<file path="src/sv/bwc_queue.sv">
// ----------------------------------------------------------------------------
// bwc_queue: two-entry queue
// Small first-in first-out buffer with push/full and pop/empty handshakes.
// ----------------------------------------------------------------------------
`default_nettype none

module bwc_queue #(
	parameter int WIDTH = 8
) (
	input  wire logic             clk,
	input  wire logic             arst_n,
	input  wire logic             push,
	output logic                  full,
	input  wire logic [WIDTH-1:0] wdata,
	input  wire logic             pop,
	output logic                  empty,
	output logic      [WIDTH-1:0] rdata
);

	logic [WIDTH-1:0] mem_q [2];
	logic             wr_ptr_q;
	logic             rd_ptr_q;
	logic [1:0]       count_q;
	logic             do_push;
	logic             do_pop;

	assign full    = (count_q == 2'd2);
	assign empty   = (count_q == 2'd0);
	assign do_push = push && !full;
	assign do_pop  = pop && !empty;
	assign rdata   = mem_q[rd_ptr_q];

	always_ff @(posedge clk) begin
		if (do_push) begin
			mem_q[wr_ptr_q] <= wdata;
		end
	end

	always_ff @(posedge clk or negedge arst_n) begin
		if (!arst_n) begin
			wr_ptr_q <= 1'b0;
			rd_ptr_q <= 1'b0;
			count_q  <= 2'd0;
		end else begin
			if (do_push) begin
				wr_ptr_q <= !wr_ptr_q;
			end
			if (do_pop) begin
				rd_ptr_q <= !rd_ptr_q;
			end
			if (do_push && !do_pop) begin
				count_q <= count_q + 2'd1;
			end else if (do_pop && !do_push) begin
				count_q <= count_q - 2'd1;
			end
		end
	end

endmodule

`default_nettype wire

</file>
<file path="config.mk">
export PLATFORM = sky130hd
export DESIGN_NAME = bwc_queue
export DESIGN_NICKNAME = d
export VERILOG_FILES = /design/src/sv/bwc_queue.sv
export SDC_FILE = /design/constraint.sdc
export NUM_CORES = 1
export LEC_CHECK = 0
export BUFFER_PORTS_ARGS = -buffer_cell sky130_fd_sc_hd__buf_2
export CORE_MARGIN = 2
export CORE_UTILIZATION = 52
export CTS_CLUSTER_DIAMETER = 60
export DETAILED_ROUTE_END_ITERATION = 16
export PLACE_DENSITY = 0.8
export RECOVER_POWER = 50
export SKIP_LAST_GASP = 1
export SYNTH_ARGS = -nofsm -noshare
export SYNTH_HDL_FRONTEND = slang
export SYNTH_SLANG_ARGS = --single-unit
</file>
<file path="constraint.sdc">
create_clock -name clk -period 2.95 [get_ports clk]
set_input_delay 0.59 -clock clk [delete_from_list [all_inputs] [get_ports clk]]
set_output_delay 0.59 -clock clk [all_outputs]
set_load 0.1 [all_outputs]
</file>
==> results.ini <==
[cts]
clk_pin_slew_ps = 100
cts_sinks = 20
clock_latency_ps = 290
cts_setup_buffers = 0
cts-resized-gates = 0
cts_buffers = 3
holdBufCountCts = 0
cts_tree = yes
root_buffer = clkbuf_4
htreeDepth = 1
clockBufferDepth = 2

[critical_path]
cp-start-kind = flip-flop
crit_path_max_incr_delay_ps = 590
worstPathCellList = mux2_2 -> buf_2
cp.required_ps = 2360
cp-end-kind = output pin
cp.arrival_ps = 1560
worstPathMaxFanout = 9
slowest_stage = dfrtp_1
reg2reg_setup_slack_ps = 1280
critPathKind = reg -> out

[floorplan]
chipHeight_um = 42.8
rows = 13
dieArea_um2 = 1830
coreArea_um2 = 1350
die_x_um = 42.8
io_pins = 22
start_util_pct = 57.9

[job]
cap_violations = 0

[timing]
relSlewSlack_pct = 54.1
fmax_ghz = 0.465
fin_crit_ps = 2150
rsz0062_at_grt = no
finalSetupViolations = 0
maxSlewViolCount = 0
finalHoldViolations = 0
worst_pin_slew_ps = 686
finalClockSkew_ps = 3.91
period_share_pct = 72.9
totalNegativeSetupSlack_ps = 0

[layout]
n_antenna_cell = 0
syn_to_final_growth_pct = 17.6
post-route-util_pct = 68.1
drive_above_1_share_pct = 33.8
final_nets = 82
final_common_cell = buf_2
final_cell_mix = buf_2, edfxtp_1, mux2_1

[synthesis]
yosysWarnings = 0
synth_cell_types = 15
synth-compound-area-share_pct = 0.640
synth_top_family_by_area = multiplexers
yosys.area_share.simple_pct = 3.84
syn_area_um2 = 782
muxShareOfSynthArea_pct = 11.5
syn_nets = 57
synth_fa_ha_area_share_pct = 1.60
synth-seq-area-share_pct = 74.2
synth_xor_xnor_area_share_pct = 6.56
syn_avg_cell_area_um2 = 17.8
postSynthCellCount = 44
synth-seq-cells = 20

[placed_design]
place_congestion = 0.659
place_hpwl_um = 873
portBuffers = 21

[drt]
drt-pass1-iter-count = 2
drt_iter0_drc = 4
num_vias = 413
wl_per_cell_um = 14.0
final_antenna_net_count = 0
routed_wl_um = 1160
via_per_inst = 4.98
drc = 0

[grt]
grt_max_degree = 12
grt_pass1_wl_um = 2030
grt_overflow = 0
grt_usage_pct = 15.8
grt_pass1_vias = 453
antenna_found_initial = 0

[min_path]
min_path_type = in -> async

[outcome]
status = finished clean

## worst max-delay path, delay by kind of cell, from the launching register on
family | cells | cell delay (ps)
buf+inv | 1 | 290
flops | 1 | 590
mux | 1 | 390
## final timing paths
kind / start / end / cells after the start
max: rd_ptr_q$_DFFE_PN0P_ / rdata[3] / 2
max in group asynchronous: arst_n / rd_ptr_q$_DFFE_PN0P_ / 1
min in group clk: wdata[7] / mem_q[1][7]$_DFFE_PP_ / 1
min reg2reg: count_q[1]$_DFFE_PN0P_ / count_q[1]$_DFFE_PN0P_ / 1
max reg2reg: count_q[0]$_DFFE_PN0P_ / mem_q[0][4]$_DFFE_PP_ / 3
min: arst_n / count_q[0]$_DFFE_PN0P_ / 1
## state kept, by name, summed over array words and instances, names as in the netlist
register	cells
count_q	2
rd_ptr_q	1
mem_q	16
wr_ptr_q	1
## cells by family (layout without fill, tap and decap cells)
kind of cell,Yosys count,in the layout
flops,20,20
xor+xnor,5,5
fa+ha+maj,1,1
mux,8,8
compound gates,1,1
buf+inv,3,27
simple gates,6,6
## stage by stage
stage | cells | cell area (um2) | worst slack, ps | hold slack [ps]
2_1_floorplan | 44 | 782 | 687 | 294
3_3_place_gp | 79 | 901 | 1150 | 397
3_5_place_dp | 79 | 901 | 1120 | 401
4_1_cts | 83 | 927 | 795 | 72.5
5_1_grt | 83 | 920 | 741 | 95.1
6_report | 83 | 920 | 800 | 107
## synth_stat cells
cell type | instances | share of area [%]
and3_1 | 1 | 0.80
buf_2 | 1 | 0.64
dfrtp_1 | 4 | 13
edfxtp_1 | 16 | 61
ha_1 | 1 | 1.6
inv_1 | 2 | 0.96
mux2_1 | 6 | 8.6
mux2_2 | 2 | 2.9
nand2_2 | 1 | 0.80
nand2b_1 | 1 | 0.80
nor2_1 | 3 | 1.4
o21ai_1 | 1 | 0.64
xnor2_1 | 2 | 2.2
xnor2_2 | 1 | 2.1
xor2_1 | 2 | 2.2
## final cells by class
cell class | count | area [um2]
timing repair buffer | 21 | 100
clock inverter | 1 | 3.75
multi-input combinational | 21 | 186
tap | 15 | 18.8
fill | 104 | 430
clock buffer | 3 | 22.5
sequential | 20 | 581
inverter | 2 | 7.51
## per-layer routing
layer	global-route usage, %	vias to the layer above	wire length (um)
met5	0	-	0
met4	5.63	0	0
met3	6.38	0	54
met2	27.6	15	643
met1	17.2	193	461
li1	-	205	-
Power is left out: the tool's default activity adds up to more than one toggle a clock period on the data nets, which glitch-free logic cannot reach.
