## config.mk

```make
export PLATFORM = sky130hd
export DESIGN_NAME = bwc_front
export DESIGN_NICKNAME = d
export VERILOG_FILES = /design/src/sv/bwc_pkg.sv /design/src/sv/bwc_queue.sv /design/src/sv/bwc_front.sv
export SDC_FILE = /design/constraint.sdc
export NUM_CORES = 1
export LEC_CHECK = 0
export CAP_MARGIN = 5
export CORE_MARGIN = 2
export CORE_UTILIZATION = 35
export DETAILED_ROUTE_END_ITERATION = 10
export DONT_BUFFER_PORTS = 1
export HOLD_SLACK_MARGIN = 0.03
export SYNTH_ARGS = -nofsm -noshare
export SYNTH_HDL_FRONTEND = slang
export SYNTH_HIERARCHICAL = 1
export SYNTH_SLANG_ARGS = --single-unit
```

## constraint.sdc

```tcl
create_clock -name clk -period 2 [get_ports clk]
set_input_delay 0.2 -clock clk [delete_from_list [all_inputs] [get_ports clk]]
set_output_delay 0.2 -clock clk [all_outputs]
set_load 0.05 [all_outputs]
```

## src/sv/bwc_pkg.sv

```systemverilog
// ----------------------------------------------------------------------------
// bwc_pkg: shared types and constants of the box window correlator
// Payload structures, descriptor layout, box type codes and register indexes.
// ----------------------------------------------------------------------------
`default_nettype none

package bwc_pkg;

	localparam int SAMPLE_BITS      = 12;
	localparam int DEF_MAX_BOXES    = 6;
	localparam int DEF_RING_DEPTH   = 1024;
	localparam int DESC_BITS        = 59;
	localparam int SUM_BITS         = SAMPLE_BITS + 10;
	localparam int SCORE_BITS       = 32;
	localparam int CFG_INDEX_BITS   = 3;

	// Register indexes on the configuration port.
	localparam logic [CFG_INDEX_BITS-1:0] CFG_NUM_BOXES  = 3'd0;
	localparam logic [CFG_INDEX_BITS-1:0] CFG_DESC_FIRST = 3'd1;

	// Box type codes; the two unused codes behave as near.
	localparam logic [2:0] BT_NEAR    = 3'd0;
	localparam logic [2:0] BT_BELOW   = 3'd1;
	localparam logic [2:0] BT_ABOVE   = 3'd2;
	localparam logic [2:0] BT_SKIP    = 3'd3;
	localparam logic [2:0] BT_BETWEEN = 3'd4;
	localparam logic [2:0] BT_DUAL    = 3'd5;

	typedef struct packed {
		logic                   mode;
		logic [SAMPLE_BITS-1:0] sample;
		logic                   sample_valid;
	} in_item_t;

	typedef struct packed {
		logic signed [SCORE_BITS-1:0] score;
		logic                         score_valid;
	} out_item_t;

	typedef struct packed {
		logic signed [11:0]     threshold;
		logic [SAMPLE_BITS-1:0] expect2;
		logic [SAMPLE_BITS-1:0] expect1;
		logic [2:0]             btype;
		logic [9:0]             width;
		logic [9:0]             age;
	} desc_t;

	// Command handed from the front part to the back part.
	typedef struct packed {
		logic                   is_clear;
		logic [SAMPLE_BITS-1:0] sample;
		logic                   sample_valid;
	} cmd_t;

endpackage

`default_nettype wire

```

## src/sv/bwc_queue.sv

```systemverilog
// ----------------------------------------------------------------------------
// bwc_queue: two-entry queue
// Small first-in first-out buffer with push/full and pop/empty handshakes.
// ----------------------------------------------------------------------------
`default_nettype none

module bwc_queue #(
	parameter int WIDTH = 8
) (
	input  wire logic             clk,
	input  wire logic             arst_n,
	input  wire logic             push,
	output logic                  full,
	input  wire logic [WIDTH-1:0] wdata,
	input  wire logic             pop,
	output logic                  empty,
	output logic      [WIDTH-1:0] rdata
);

	logic [WIDTH-1:0] mem_q [2];
	logic             wr_ptr_q;
	logic             rd_ptr_q;
	logic [1:0]       count_q;
	logic             do_push;
	logic             do_pop;

	assign full    = (count_q == 2'd2);
	assign empty   = (count_q == 2'd0);
	assign do_push = push && !full;
	assign do_pop  = pop && !empty;
	assign rdata   = mem_q[rd_ptr_q];

	always_ff @(posedge clk) begin
		if (do_push) begin
			mem_q[wr_ptr_q] <= wdata;
		end
	end

	always_ff @(posedge clk or negedge arst_n) begin
		if (!arst_n) begin
			wr_ptr_q <= 1'b0;
			rd_ptr_q <= 1'b0;
			count_q  <= 2'd0;
		end else begin
			if (do_push) begin
				wr_ptr_q <= !wr_ptr_q;
			end
			if (do_pop) begin
				rd_ptr_q <= !rd_ptr_q;
			end
			if (do_push && !do_pop) begin
				count_q <= count_q + 2'd1;
			end else if (do_pop && !do_push) begin
				count_q <= count_q - 2'd1;
			end
		end
	end

endmodule

`default_nettype wire

```

## src/sv/bwc_front.sv

```systemverilog
// ----------------------------------------------------------------------------
// bwc_front: input side of the correlator
// Takes input transfers, sorts them into clear and feed commands and queues them.
// ----------------------------------------------------------------------------
`default_nettype none

module bwc_front (
	input  wire logic              clk,
	input  wire logic              arst_n,
	input  wire bwc_pkg::in_item_t item,
	input  wire logic              push,
	output logic                   full,
	output bwc_pkg::cmd_t          cmd,
	output logic                   cmd_empty,
	input  wire logic              cmd_pop
);
	import bwc_pkg::*;

	cmd_t             cmd_in;
	logic [$bits(cmd_t)-1:0] cmd_bits;

	// A clear command carries no sample; its payload is forced to zero.
	always_comb begin
		cmd_in.is_clear     = item.mode;
		cmd_in.sample       = item.mode ? '0 : item.sample;
		cmd_in.sample_valid = !item.mode && item.sample_valid;
	end

	bwc_queue #(.WIDTH($bits(cmd_t))) u_cmd_queue (
		.clk   (clk),
		.arst_n(arst_n),
		.push  (push),
		.full  (full),
		.wdata (cmd_in),
		.pop   (cmd_pop),
		.empty (cmd_empty),
		.rdata (cmd_bits)
	);

	assign cmd = cmd_t'(cmd_bits);

endmodule

`default_nettype wire

```

==> key figures, run 1 <==
Drt
  – Routed WL per cell: 15.14 um
  – WL final: around 2000 um
  – DRT antenna net count: 0
  – Vias post-DR: between 600 and 700
  – Vias per std cell: around 4.6
  – Post-route DRC: 0
  – DR pass1 iterations: 4
  – Initial DRC Count: 15

Min path
  – HP Class: input pin to flop
  – Hold path startpoint: item[13]

Setup path
  – Cell depth of the worst setup path: 2
  – Startpoint types: flop
  – Worst R2R Path Depth: 7
  – Worst Setup SP: u_cmd_queue/rd_ptr_q$_DFFE_PN0P_
  – WP data required: 1.80 ns
  – Kind of critical path: flop to primary output
  – Crit end category: primary output
  – Data arrival, critical path: 1.55 ns
  – Critical path's slowest cell: dfrtp_1
  – Cell chain of the critical path: buf_4 -> mux2_4
  – Crit path largest cell delay: approximately 0.59 ns
  – R2r startpoint: u_cmd_queue/count_q[0]$_DFFE_PN0P_
  – Reg2reg setup slack: around 0.50 ns
  – Crit path to: cmd[9]
  – Buf/Inv on CP: 1
  – Critical path's top delay family: flip-flops
  – R2r endpoint: u_cmd_queue/count_q[1]$_DFFE_PN0P_
  – Worst Path Max Fanout: 9

Global routing
  – All-layer global routing usage: ~10%
  – First-pass GRT wire length: just under 3000 um
  – Initial antenna violation count: 0
  – Pin count of the biggest net entering global routing: 15
  – Vias in the first global route: ~610
  – Remaining Overflow, GRT: 0

Run status
  – Outcome: complete, no violations

Floorplanning
  – Die H: approximately 67 um
  – Die Area: 4492 um2
  – Die W: approximately 67 um
  – FP Rows: 22
  – Io pins: 34
  – Initial core utilization: 37.13%
  – Core area: around 3700 um2

Timing
  – Number of hold violations in the final report: 0
  – Final setup fails: 0
  – Setup tns final: 0 ns
  – Skew final: around 0.0032 ns
  – Slew Limit Headroom: 71.94%
  – Pins Over Slew Limit: 0
  – Min Clock Period, post-route: between 1.5 and 2 ns
  – Max Clock Freq: ~570 MHz
  – Hold Worst Slack: between 0.1 and 0.15 ns
  – Worst Tran Pin Value: roughly 0.42 ns
  – Post-route clock period utilization: between 80% and 90%
  – Unrepaired setup endpoints after global routing: false

Yosys
  – Syn_nets: 96
  – Area fraction of the dominant cell type after synthesis: approximately three fifths
  – Synthesis Warnings: 6
  – Gate Count Post-Synth: between 70 and 80
  – Seq cells post-synth: 32
  – Mapped Avg Cell Area: approximately 18 um2
  – Sequential element share of the synthesized area: a little under 70%
  – Synth area leaders: edfxtp_1, mux2_4, dfrtp_1
  – Synth Cell Area: between 1000 and 1500 um2
  – Synth area leader: edfxtp_1
  – Unique cell type count in the Yosys netlist: 18

Clocking
  – Clk Latency, worst-skew pair: between 0.2 and 0.3 ns
  – Post-CTS Resized: 0
  – Inserted Clock Buffers: 5
  – Htree depth: 2
  – CTS clk-pin slew, worst paths: 0.06 ns
  – CTS Sinks: 32
  – Root buffer cell: clkbuf_8
  – TritonCTS clock tree: done
  – Clock Tree Buf Depth: 2

Power
  – PwrDens: between 1500 and 2000 nW/um2
  – Sequential share of power: between 30% and 40%
  – Pint: around 1600 uW
  – Pwr Total: roughly 2700 uW
  – Leakage: about 0.00060 uW
  – Sw frac: a little over 40%
  – Switch Pwr: 1093 uW
  – Worst VDD drop: 0.0007133 V
  – Gate power share: about two fifths
  – Clock Power Share: between 10% and 20%

Finish
  – Post-layout utilization of the core: 41.74%
  – Fin cells: between 100 and 150
  – Layout area overhead: 12.42%
  – Most frequent cells in the layout: edfxtp_1, mux2_4, nor2b_2
  – Diodes inserted: 0
  – Share of layout cells above drive strength 1: 43.18%
  – Most common cell after layout, fill and taps aside: edfxtp_1
  – Fin nets: 106

Placement
  – Placed cell count: roughly 130
  – PortBufs: 0
  – RD Place Congestion: 0.6375

Job
  – Max Cap Viol: 0
synthesized netlist by cell type (all sizes together):
| library cell | number |
|---|---|
| nor2b | 10 |
| and3 | 1 |
| dfrtp | 4 |
| buf | 3 |
| edfxtp | 28 |
| mux2 | 14 |
| nand2 | 1 |
| ha | 1 |
| xnor2 | 3 |
| nand2b | 1 |
| xor2 | 2 |
| and2b | 3 |
| o21ai | 1 |
| inv | 2 |
| nor2 | 3 |
how the worst min path moves through the flow:
stage | to | slack (ns) | cells after the start
floorplan | u_cmd_queue/count_q[0]$_DFFE_PN0P_ | -0.1 | 0
global placement | u_cmd_queue/count_q[1]$_DFFE_PN0P_ | -0.1 | 0
detailed placement | u_cmd_queue/wr_ptr_q$_DFFE_PN0P_ | -0.1 | 0
CTS | u_cmd_queue/mem_q[1][9]$_DFFE_PP_ | 0.09 | 1
global route | u_cmd_queue/mem_q[1][2]$_DFFE_PP_ | 0.08 | 1
finish | u_cmd_queue/mem_q[0][1]$_DFFE_PP_ | 0.10 | 1
kinds of logic (layout without fill, tap and decap cells):
family                   after synthesis  in the layout  synth area share (%)
multiplexers                          14             14                 13.77
buffers and inverters                  5             16                 3.240
adder cells (fa/ha/maj)                1              1                0.8999
XOR/XNOR                               5              5                 3.151
AO/OA/AOI/OAI                          1              1                0.3597
flip-flops                            32             32                 67.69
AND/OR/NAND/NOR                       19             19                 10.89
per-stage QoR:
step	setup slack [ns]	instance area, um2
after CTS	0.1990	1563
after global routing	0.1248	1563
after floorplan	0.3552	1390
final	0.2493	1563
after detailed placement	0.5036	1443
after global placement	0.5333	1443
timing repair:
action                    in CTS  in global routing
setup buffers                  0                  0
hold endpoints to repair       6                  0
hold buffers                   2                  0
worst register-to-register path, cell delays in order, from the launching register on:
cell and delay [ns]:
dfrtp_1 0.43, nand2b_1 0.19, nand2_1 0.13, inv_1 0.06, ha_1 0.21, xor2_1 0.14, nor2_1 0.11, xor2_1 0.15
final cells by class:
class / count / area [um2]
Tap cell: 48 / 60.06
Multi-Input combinational cell: 40 / 404.1
Fill cell: 362 / 2181
Inverter: 2 / 7.507
Clock buffer: 8 / 100.1
Sequential cell: 32 / 940.9
Timing Repair Buffer: 6 / 50.05
sequential cells by signal, summed over array words and instances, names as in the netlist:
signal and count:
u_cmd_queue/count_q 2, u_cmd_queue/wr_ptr_q 1, u_cmd_queue/mem_q 28, u_cmd_queue/rd_ptr_q 1
per-layer routing:
metal | part of all wire (%) | vias up | GRT usage [%]
met2 | 52 | 17 | 16.58
met3 | 6.2 | 5 | 5.574
li1 | - | 290 | -
met4 | 3.0 | 0 | 6.888
met5 | 0 | - | 0
met1 | 38 | 307 | 9.804
power by group through the flow:
stage                     Sequential [uW]  Clock [uW]  Combinational [uW]
after floorplan                       999           0                1080
after global placement               1050           0                1120
after detailed placement             1060           0                1120
after CTS                            1040         539                1130
after global routing                 1060         581                1160
final                                1030         526                1120
No activity file was read; power rests on OpenSTA's default activity.
==> run 2: changes to the inputs <==
==> constraint.sdc (replaced) <==
create_clock -name clk -period 2 [get_ports clk]
set_input_delay 0.3 -clock clk [delete_from_list [all_inputs] [get_ports clk]]
set_output_delay 0.3 -clock clk [all_outputs]
set_load 0.05 [all_outputs]
==> run 2 against run 1 <==
- sequential power barely moved
- clock skew rose by 0.0015 ns
- first-iteration DRC count fell by 13%
- largest cell class unchanged
==> key figures, run 2 (synthesis gave the netlist of run 1 again) <==
Run status
  – Outcome: complete, no violations (unchanged)

Placement
  – DP Wirelength: between 1000 and 1500 um
  – PortBufs: 0 (unchanged)
  – RD Place Congestion: 0.6663 (was 0.6375)
  – Pre-CTS WS: 0.3514 ns (was 0.5036 ns)
  – DP Area: 1443 um2 (unchanged)

Drt
  – DRT antenna net count: 0 (unchanged)
  – Vias post-DR: 626 (was 619)
  – WL final: 1991 um (was 2059 um)
  – Initial DRC Count: 13 (was 15)
  – Vias per std cell: 4.637 (was 4.551)
  – Post-route DRC: 0 (unchanged)
  – Routed WL per cell: 14.75 um (was 15.14 um)
  – DR pass1 iterations: 2 (was 4)

Finish
  – Layout area overhead: 11.07% (was 12.42%)
  – Reg with most FFs: u_cmd_queue/mem_q (unchanged)
  – Fin nets: 105 (was 106)
  – Max reg flops: 28 (unchanged)
  – Diodes inserted: 0 (unchanged)
  – Largest registers: u_cmd_queue/mem_q (28), u_cmd_queue/count_q (2) (unchanged)
  – Share of layout cells above drive strength 1: 43.68% (was 43.18%)
  – Most frequent cells in the layout: edfxtp_1, mux2_4, nor2b_2 (unchanged)
  – Non-Filler Cell Area, Final: 1544 um2 (was 1563 um2)
  – Multi-input logic area: 404.1 um2 (unchanged)
  – Seq. cell area: 942.2 um2 (was 940.9 um2)
  – Most common cell after layout, fill and taps aside: edfxtp_1 (unchanged)
  – Filler Cell Count: 356 (was 362)

Clocking
  – CTS Sinks: 32 (unchanged)
  – TritonCTS clock tree: done (unchanged)
  – Inserted Clock Buffers: 5 (unchanged)
  – CTS clk-pin slew, worst paths: 0.06 ns (about the same)
  – Clock Tree Buf Depth: 2 (unchanged)
  – Root buffer cell: clkbuf_8 (unchanged)
  – Clk Latency, worst-skew pair: 0.28 ns (about the same)
  – Htree depth: 2 (unchanged)

Timing
  – Worst Tran Pin Value: 0.4167 ns (was 0.4205 ns)
  – Final setup fails: 0 (unchanged)
  – Post-route setup slack: 0.2596 ns (was 0.2493 ns)
  – Unrepaired setup endpoints after global routing: false (unchanged)
  – Skew final: 0.004788 ns (was 0.003245 ns)
  – Max Clock Freq: 574.6 MHz (was 571.2 MHz)
  – Min Clock Period, post-route: 1.740 ns (was 1.751 ns)
  – Slew Limit Headroom: 72.19% (was 71.94%)
  – Number of hold violations in the final report: 0 (unchanged)
  – Setup tns final: 0 ns (unchanged)
  – Post-route clock period utilization: 87.02% (was 87.53%)
  – Pins Over Slew Limit: 0 (unchanged)

Power
  – PwrDens: 1707 nW/um2 (was 1713 nW/um2)
  – Leakage: 0.0005875 uW (was 0.0005983 uW)
  – Worst VDD drop: 0.0008075 V (was 0.0007133 V)

Setup path
  – Critical path's slowest cell: dfrtp_2 (was dfrtp_1)
  – Kind of critical path: flop to primary output (unchanged)
  – WP data required: 1.70 ns (was 1.80 ns)
  – Worst Path Max Fanout: 11 (was 9)
  – Crit path largest cell delay: 0.55 ns (was 0.59 ns)
  – Cell chain of the critical path: buf_4 -> mux2_4 (unchanged)
  – Worst R2R Path Depth: 7 (unchanged)
  – Startpoint types: flop (unchanged)
  – Data arrival, critical path: 1.44 ns (was 1.55 ns)
  – Crit end category: primary output (unchanged)

Global routing
  – All-layer global routing usage: 9.842% (was 10.21%)
  – First-pass GRT wire length: 2918 um (was 2980 um)
  – Vias in the first global route: 598 (was 606)
  – Remaining Overflow, GRT: 0 (unchanged)
  – Initial antenna violation count: 0 (unchanged)
  – Pin count of the biggest net entering global routing: 16 (was 15)

Floorplanning
  – Die W: 67.02 um (unchanged)
  – Die H: 67.02 um (unchanged)
  – Io pins: 34 (unchanged)
  – FP Rows: 22 (unchanged)
  – Die Area: 4492 um2 (unchanged)
  – Core area: 3744 um2 (unchanged)
  – Initial core utilization: 37.13% (unchanged)

Min path
  – HP Class: input pin to flop (unchanged)
  – Worst hold path depth: 0 (was 1)

Job
  – Max Cap Viol: 0 (unchanged)
[run 2: stage by stage]
step / hold WS [ns] / total power (uW) / utilization (%) / cells
after floorplan: 0.004409 / 2078 / - / 77
after global placement: 0.004545 / 2155 / 38.54 / 126
after detailed placement: 0.004517 / 2175 / 38.54 / 126
after CTS: 0.1048 / 2673 / 41.21 / 135
after global routing: 0.09363 / 2752 / 41.24 / 135
final: 0.1166 / 2636 / 41.24 / 135
[run 2: critical path: cells and delay by family, from the launching register on]
family | cells | cell delay [ns]
buffers and inverters | 1 | 0.23
DFF | 1 | 0.55
muxes | 1 | 0.39
[run 2: cell type report]
class	count	share of cell area, %
clock buffer	7	5.592
timing repair buffer	5	2.593
sequential	32	61.02
tap	48	3.890
clock inverter	1	0.2431
multi-input combinational	40	26.18
inverter	2	0.4862
[run 2: where the power goes]
group	internal, uW	leakage [uW]	switching, uW	total, uW
registers	933	0.000311	112	1050
logic	337	0.000230	766	1100
clock network	275	0.0000459	212	487
[run 2: path summary, 6_finish.rpt]
kind | from | slack [ns] | to
max reg2reg | u_cmd_queue/count_q[0]$_DFFE_PN0P_ | 0.51 | u_cmd_queue/count_q[1]$_DFFE_PN0P_
min in group asynchronous | arst_n | 0.29 | u_cmd_queue/wr_ptr_q$_DFFE_PN0P_
min | item[13] | 0.12 | u_cmd_queue/mem_q[0][13]$_DFFE_PP_
max | u_cmd_queue/rd_ptr_q$_DFFE_PN0P_ | 0.26 | cmd[2]
min reg2reg | u_cmd_queue/wr_ptr_q$_DFFE_PN0P_ | 0.50 | u_cmd_queue/wr_ptr_q$_DFFE_PN0P_
max in group asynchronous | arst_n | 1.52 | u_cmd_queue/rd_ptr_q$_DFFE_PN0P_
[run 2: metal layers]
metal	GRT usage, %	share of wire, %
met1	9.674	39
met5	0	0
met3	5.236	6.8
met4	6.888	1.6
met2	15.72	53
[run 2: timing repair]
item | CTS | global route
endpoints found under the setup margin | 0 | 5
hold endpoints to repair | 4 | 0
setup buffers | 0 | 0
hold buffers | 1 | 0
gates resized for setup | 0 | 1
==> run 3: changes to the inputs <==
Settings changed: CTS_BUF_LIST from default to sky130_fd_sc_hd__clkbuf_8.
==> run 3 against run 2 <==
- critical path depth is the same
- via count is the same
- non-clock buffer count did not move
- combinational power hardly changed
- register-to-register slack about the same
- die area stayed put
- wire length is essentially flat
- design area stayed put
- worst hold slack about the same
- setup slack about the same
- clock power fell by 0.8%
- total power decreased by 0.18%
- critical endpoint unchanged
==> key figures, run 3 (synthesis gave the netlist of run 1 again) <==
Clocking
  – Htree depth: 2 (unchanged)
  – CTS clk-pin slew, worst paths: 0.06 ns (about the same)
  – Post-CTS Setup Repair Bufs: 0 (unchanged)
  – Inserted Clock Buffers: 5 (unchanged)
  – TritonCTS clock tree: done (unchanged)
  – CTS Sinks: 32 (unchanged)
  – Root buffer cell: clkbuf_8 (unchanged)
  – Clk Latency, worst-skew pair: 0.28 ns (about the same)
  – Clock Tree Buf Depth: 2 (unchanged)

Setup path
  – Reg2reg setup slack: 0.51 ns (about the same)
  – Kind of critical path: flop to primary output (unchanged)
  – WP data required: 1.70 ns (about the same)
  – Startpoint types: flop (unchanged)
  – R2r startpoint: u_cmd_queue/count_q[0]$_DFFE_PN0P_ (unchanged)
  – Critical path's slowest cell: dfrtp_2 (unchanged)
  – Cell chain of the critical path: buf_4 -> mux2_4 (unchanged)
  – Worst R2R Path Depth: 7 (unchanged)
  – Crit path largest cell delay: 0.55 ns (about the same)
  – Data arrival, critical path: 1.44 ns (about the same)
  – Worst Path Max Fanout: 11 (unchanged)
  – Crit end category: primary output (unchanged)
  – R2r endpoint: u_cmd_queue/count_q[1]$_DFFE_PN0P_ (unchanged)

Global routing
  – All-layer global routing usage: 9.842% (unchanged)
  – Pin count of the biggest net entering global routing: 16 (unchanged)
  – Remaining Overflow, GRT: 0 (unchanged)
  – Initial antenna violation count: 0 (unchanged)
  – First-pass GRT wire length: 2918 um (unchanged)
  – Vias in the first global route: 598 (unchanged)

Drt
  – Vias post-DR: 626 (unchanged)
  – Routed WL per cell: 14.76 um (was 14.75 um)
  – DR pass1 iterations: 2 (unchanged)
  – Post-route DRC: 0 (unchanged)
  – Initial DRC Count: 12 (was 13)
  – WL final: 1992 um (was 1991 um)
  – DRT antenna net count: 0 (unchanged)
  – Vias per std cell: 4.637 (unchanged)

Timing
  – Worst Tran Pin Value: 0.4167 ns (unchanged)
  – Pins Over Slew Limit: 0 (unchanged)
  – Unrepaired setup endpoints after global routing: false (unchanged)
  – Final setup fails: 0 (unchanged)
  – Number of hold violations in the final report: 0 (unchanged)
  – Slew Limit Headroom: 72.19% (unchanged)
  – Max Clock Freq: 574.5 MHz (was 574.6 MHz)
  – Min Clock Period, post-route: 1.741 ns (was 1.740 ns)
  – Post-route clock period utilization: 87.03% (was 87.02%)
  – Skew final: 0.005164 ns (was 0.004788 ns)
  – Setup tns final: 0 ns (unchanged)

Power
  – Worst VDD drop: 0.0008075 V (about the same)
  – Switch Pwr: 1091 uW (was 1090 uW)
  – Gate power share: 41.9% (was 41.8%)
  – Pint: 1540 uW (was 1545 uW)
  – Clock Power Share: 18.4% (was 18.5%)
  – Sequential share of power: 39.7% (about the same)
  – PwrDens: 1704 nW/um2 (was 1707 nW/um2)
  – Sw frac: 41.46% (was 41.37%)
  – Leakage: 0.0005916 uW (was 0.0005875 uW)

Finish
  – Fin cells: 135 (unchanged)
  – Reg with most FFs: u_cmd_queue/mem_q (unchanged)
  – Largest registers: u_cmd_queue/mem_q (28), u_cmd_queue/count_q (2) (unchanged)
  – Layout area overhead: 11.07% (unchanged)
  – Filler Cell Count: 356 (unchanged)
  – Share of layout cells above drive strength 1: 43.68% (unchanged)
  – Post-layout utilization of the core: 41.24% (unchanged)
  – Max reg flops: 28 (unchanged)
  – Fin nets: 105 (unchanged)
  – Most common cell after layout, fill and taps aside: edfxtp_1 (unchanged)
  – Most frequent cells in the layout: edfxtp_1, mux2_4, nor2b_2 (unchanged)
  – Diodes inserted: 0 (unchanged)

Floorplanning
  – Die W: 67.02 um (unchanged)
  – Core area: 3744 um2 (unchanged)
  – Initial core utilization: 37.13% (unchanged)
  – Die Area: 4492 um2 (unchanged)
  – FP Rows: 22 (unchanged)
  – Die H: 67.02 um (unchanged)
  – Io pins: 34 (unchanged)

Placement
  – RD Place Congestion: 0.6663 (unchanged)
  – Placed cell count: 126 (unchanged)
  – PortBufs: 0 (unchanged)
  – DP Wirelength: 1362 um (unchanged)

Min path
  – Hold path startpoint: item[13] (unchanged)
  – Worst hold path depth: 0 (unchanged)
  – HP Class: input pin to flop (unchanged)
  – Worst Hold End: u_cmd_queue/mem_q[0][13]$_DFFE_PP_ (unchanged)

Job
  – Max Cap Viol: 0 (unchanged)

Run status
  – Outcome: complete, no violations (unchanged)
run 3: changes by cell type in the layout (fill, tap and decap cells not counted), sizes merged:
cell,previous run,this run
clkbuf,7,6
inv,2,3
run 3: timing repair:
action                     4_1_cts  5_1_grt
gates resized for setup          0        1
setup endpoints to repair        0        5
hold endpoints to repair         4        0
hold buffers                     1        0
run 3: area by class of cell:
class                   instances  area (um2)  share of cell area [%]
well taps                      48       60.06                   3.890
repair buffers                  5       40.04                   2.593
flip-flops and latches         32       942.2                   61.02
multi-input cells              40       404.1                   26.18
clock buffers                   6       82.58                   5.348
clock inverters                 2       7.507                  0.4862
inverters                       2       7.507                  0.4862
run 3: worst max-delay path by stage:
stage | endpoint | start | depth (start not counted) | slack (ns)
after global placement | cmd[13] | u_cmd_queue/rd_ptr_q$_DFFE_PN0P_ | 2 | 0.38
after CTS | cmd[6] | u_cmd_queue/rd_ptr_q$_DFFE_PN0P_ | 2 | 0.04
after detailed placement | cmd[6] | u_cmd_queue/rd_ptr_q$_DFFE_PN0P_ | 2 | 0.35
after floorplan | u_cmd_queue/mem_q[0][0]$_DFFE_PP_ | u_cmd_queue/count_q[0]$_DFFE_PN0P_ | 3 | 0.36
after global routing | cmd[6] | u_cmd_queue/rd_ptr_q$_DFFE_PN0P_ | 2 | 0.19
final | cmd[2] | u_cmd_queue/rd_ptr_q$_DFFE_PN0P_ | 2 | 0.26
run 3: power groups by stage:
stage / Sequential, uW / Clock (uW) / Combinational, uW
after CTS: 1050 / 501 / 1120
after floorplan: 999 / 0 / 1080
final: 1050 / 483 / 1100
after global placement: 1050 / 0 / 1100
after global routing: 1070 / 526 / 1150
after detailed placement: 1060 / 0 / 1110
run 3: per-layer routing:
layer | vias up | share of wire, % | global-route usage (%)
met3 | 4 | 6.8 | 5.236
li1 | 291 | - | -
met4 | 0 | 1.6 | 6.888
met2 | 21 | 53 | 15.72
met5 | - | 0 | 0
met1 | 310 | 39 | 9.674
run 3: stage by stage:
stage | hold slack, ns | setup WS [ns] | power, uW | area (um2)
2_1_floorplan | 0.004409 | 0.3552 | 2078 | 1390
3_3_place_gp | 0.004545 | 0.3788 | 2155 | 1443
3_5_place_dp | 0.004517 | 0.3514 | 2175 | 1443
4_1_cts | 0.1043 | 0.04119 | 2668 | 1543
5_1_grt | 0.09348 | 0.1876 | 2747 | 1544
6_report | 0.1161 | 0.2595 | 2631 | 1544
run 3: critical path, delay by kind of cell (launching register included):
kind                   cells  cell delay [ns]
muxes                      1             0.39
buffers and inverters      1             0.23
DFF                        1             0.55
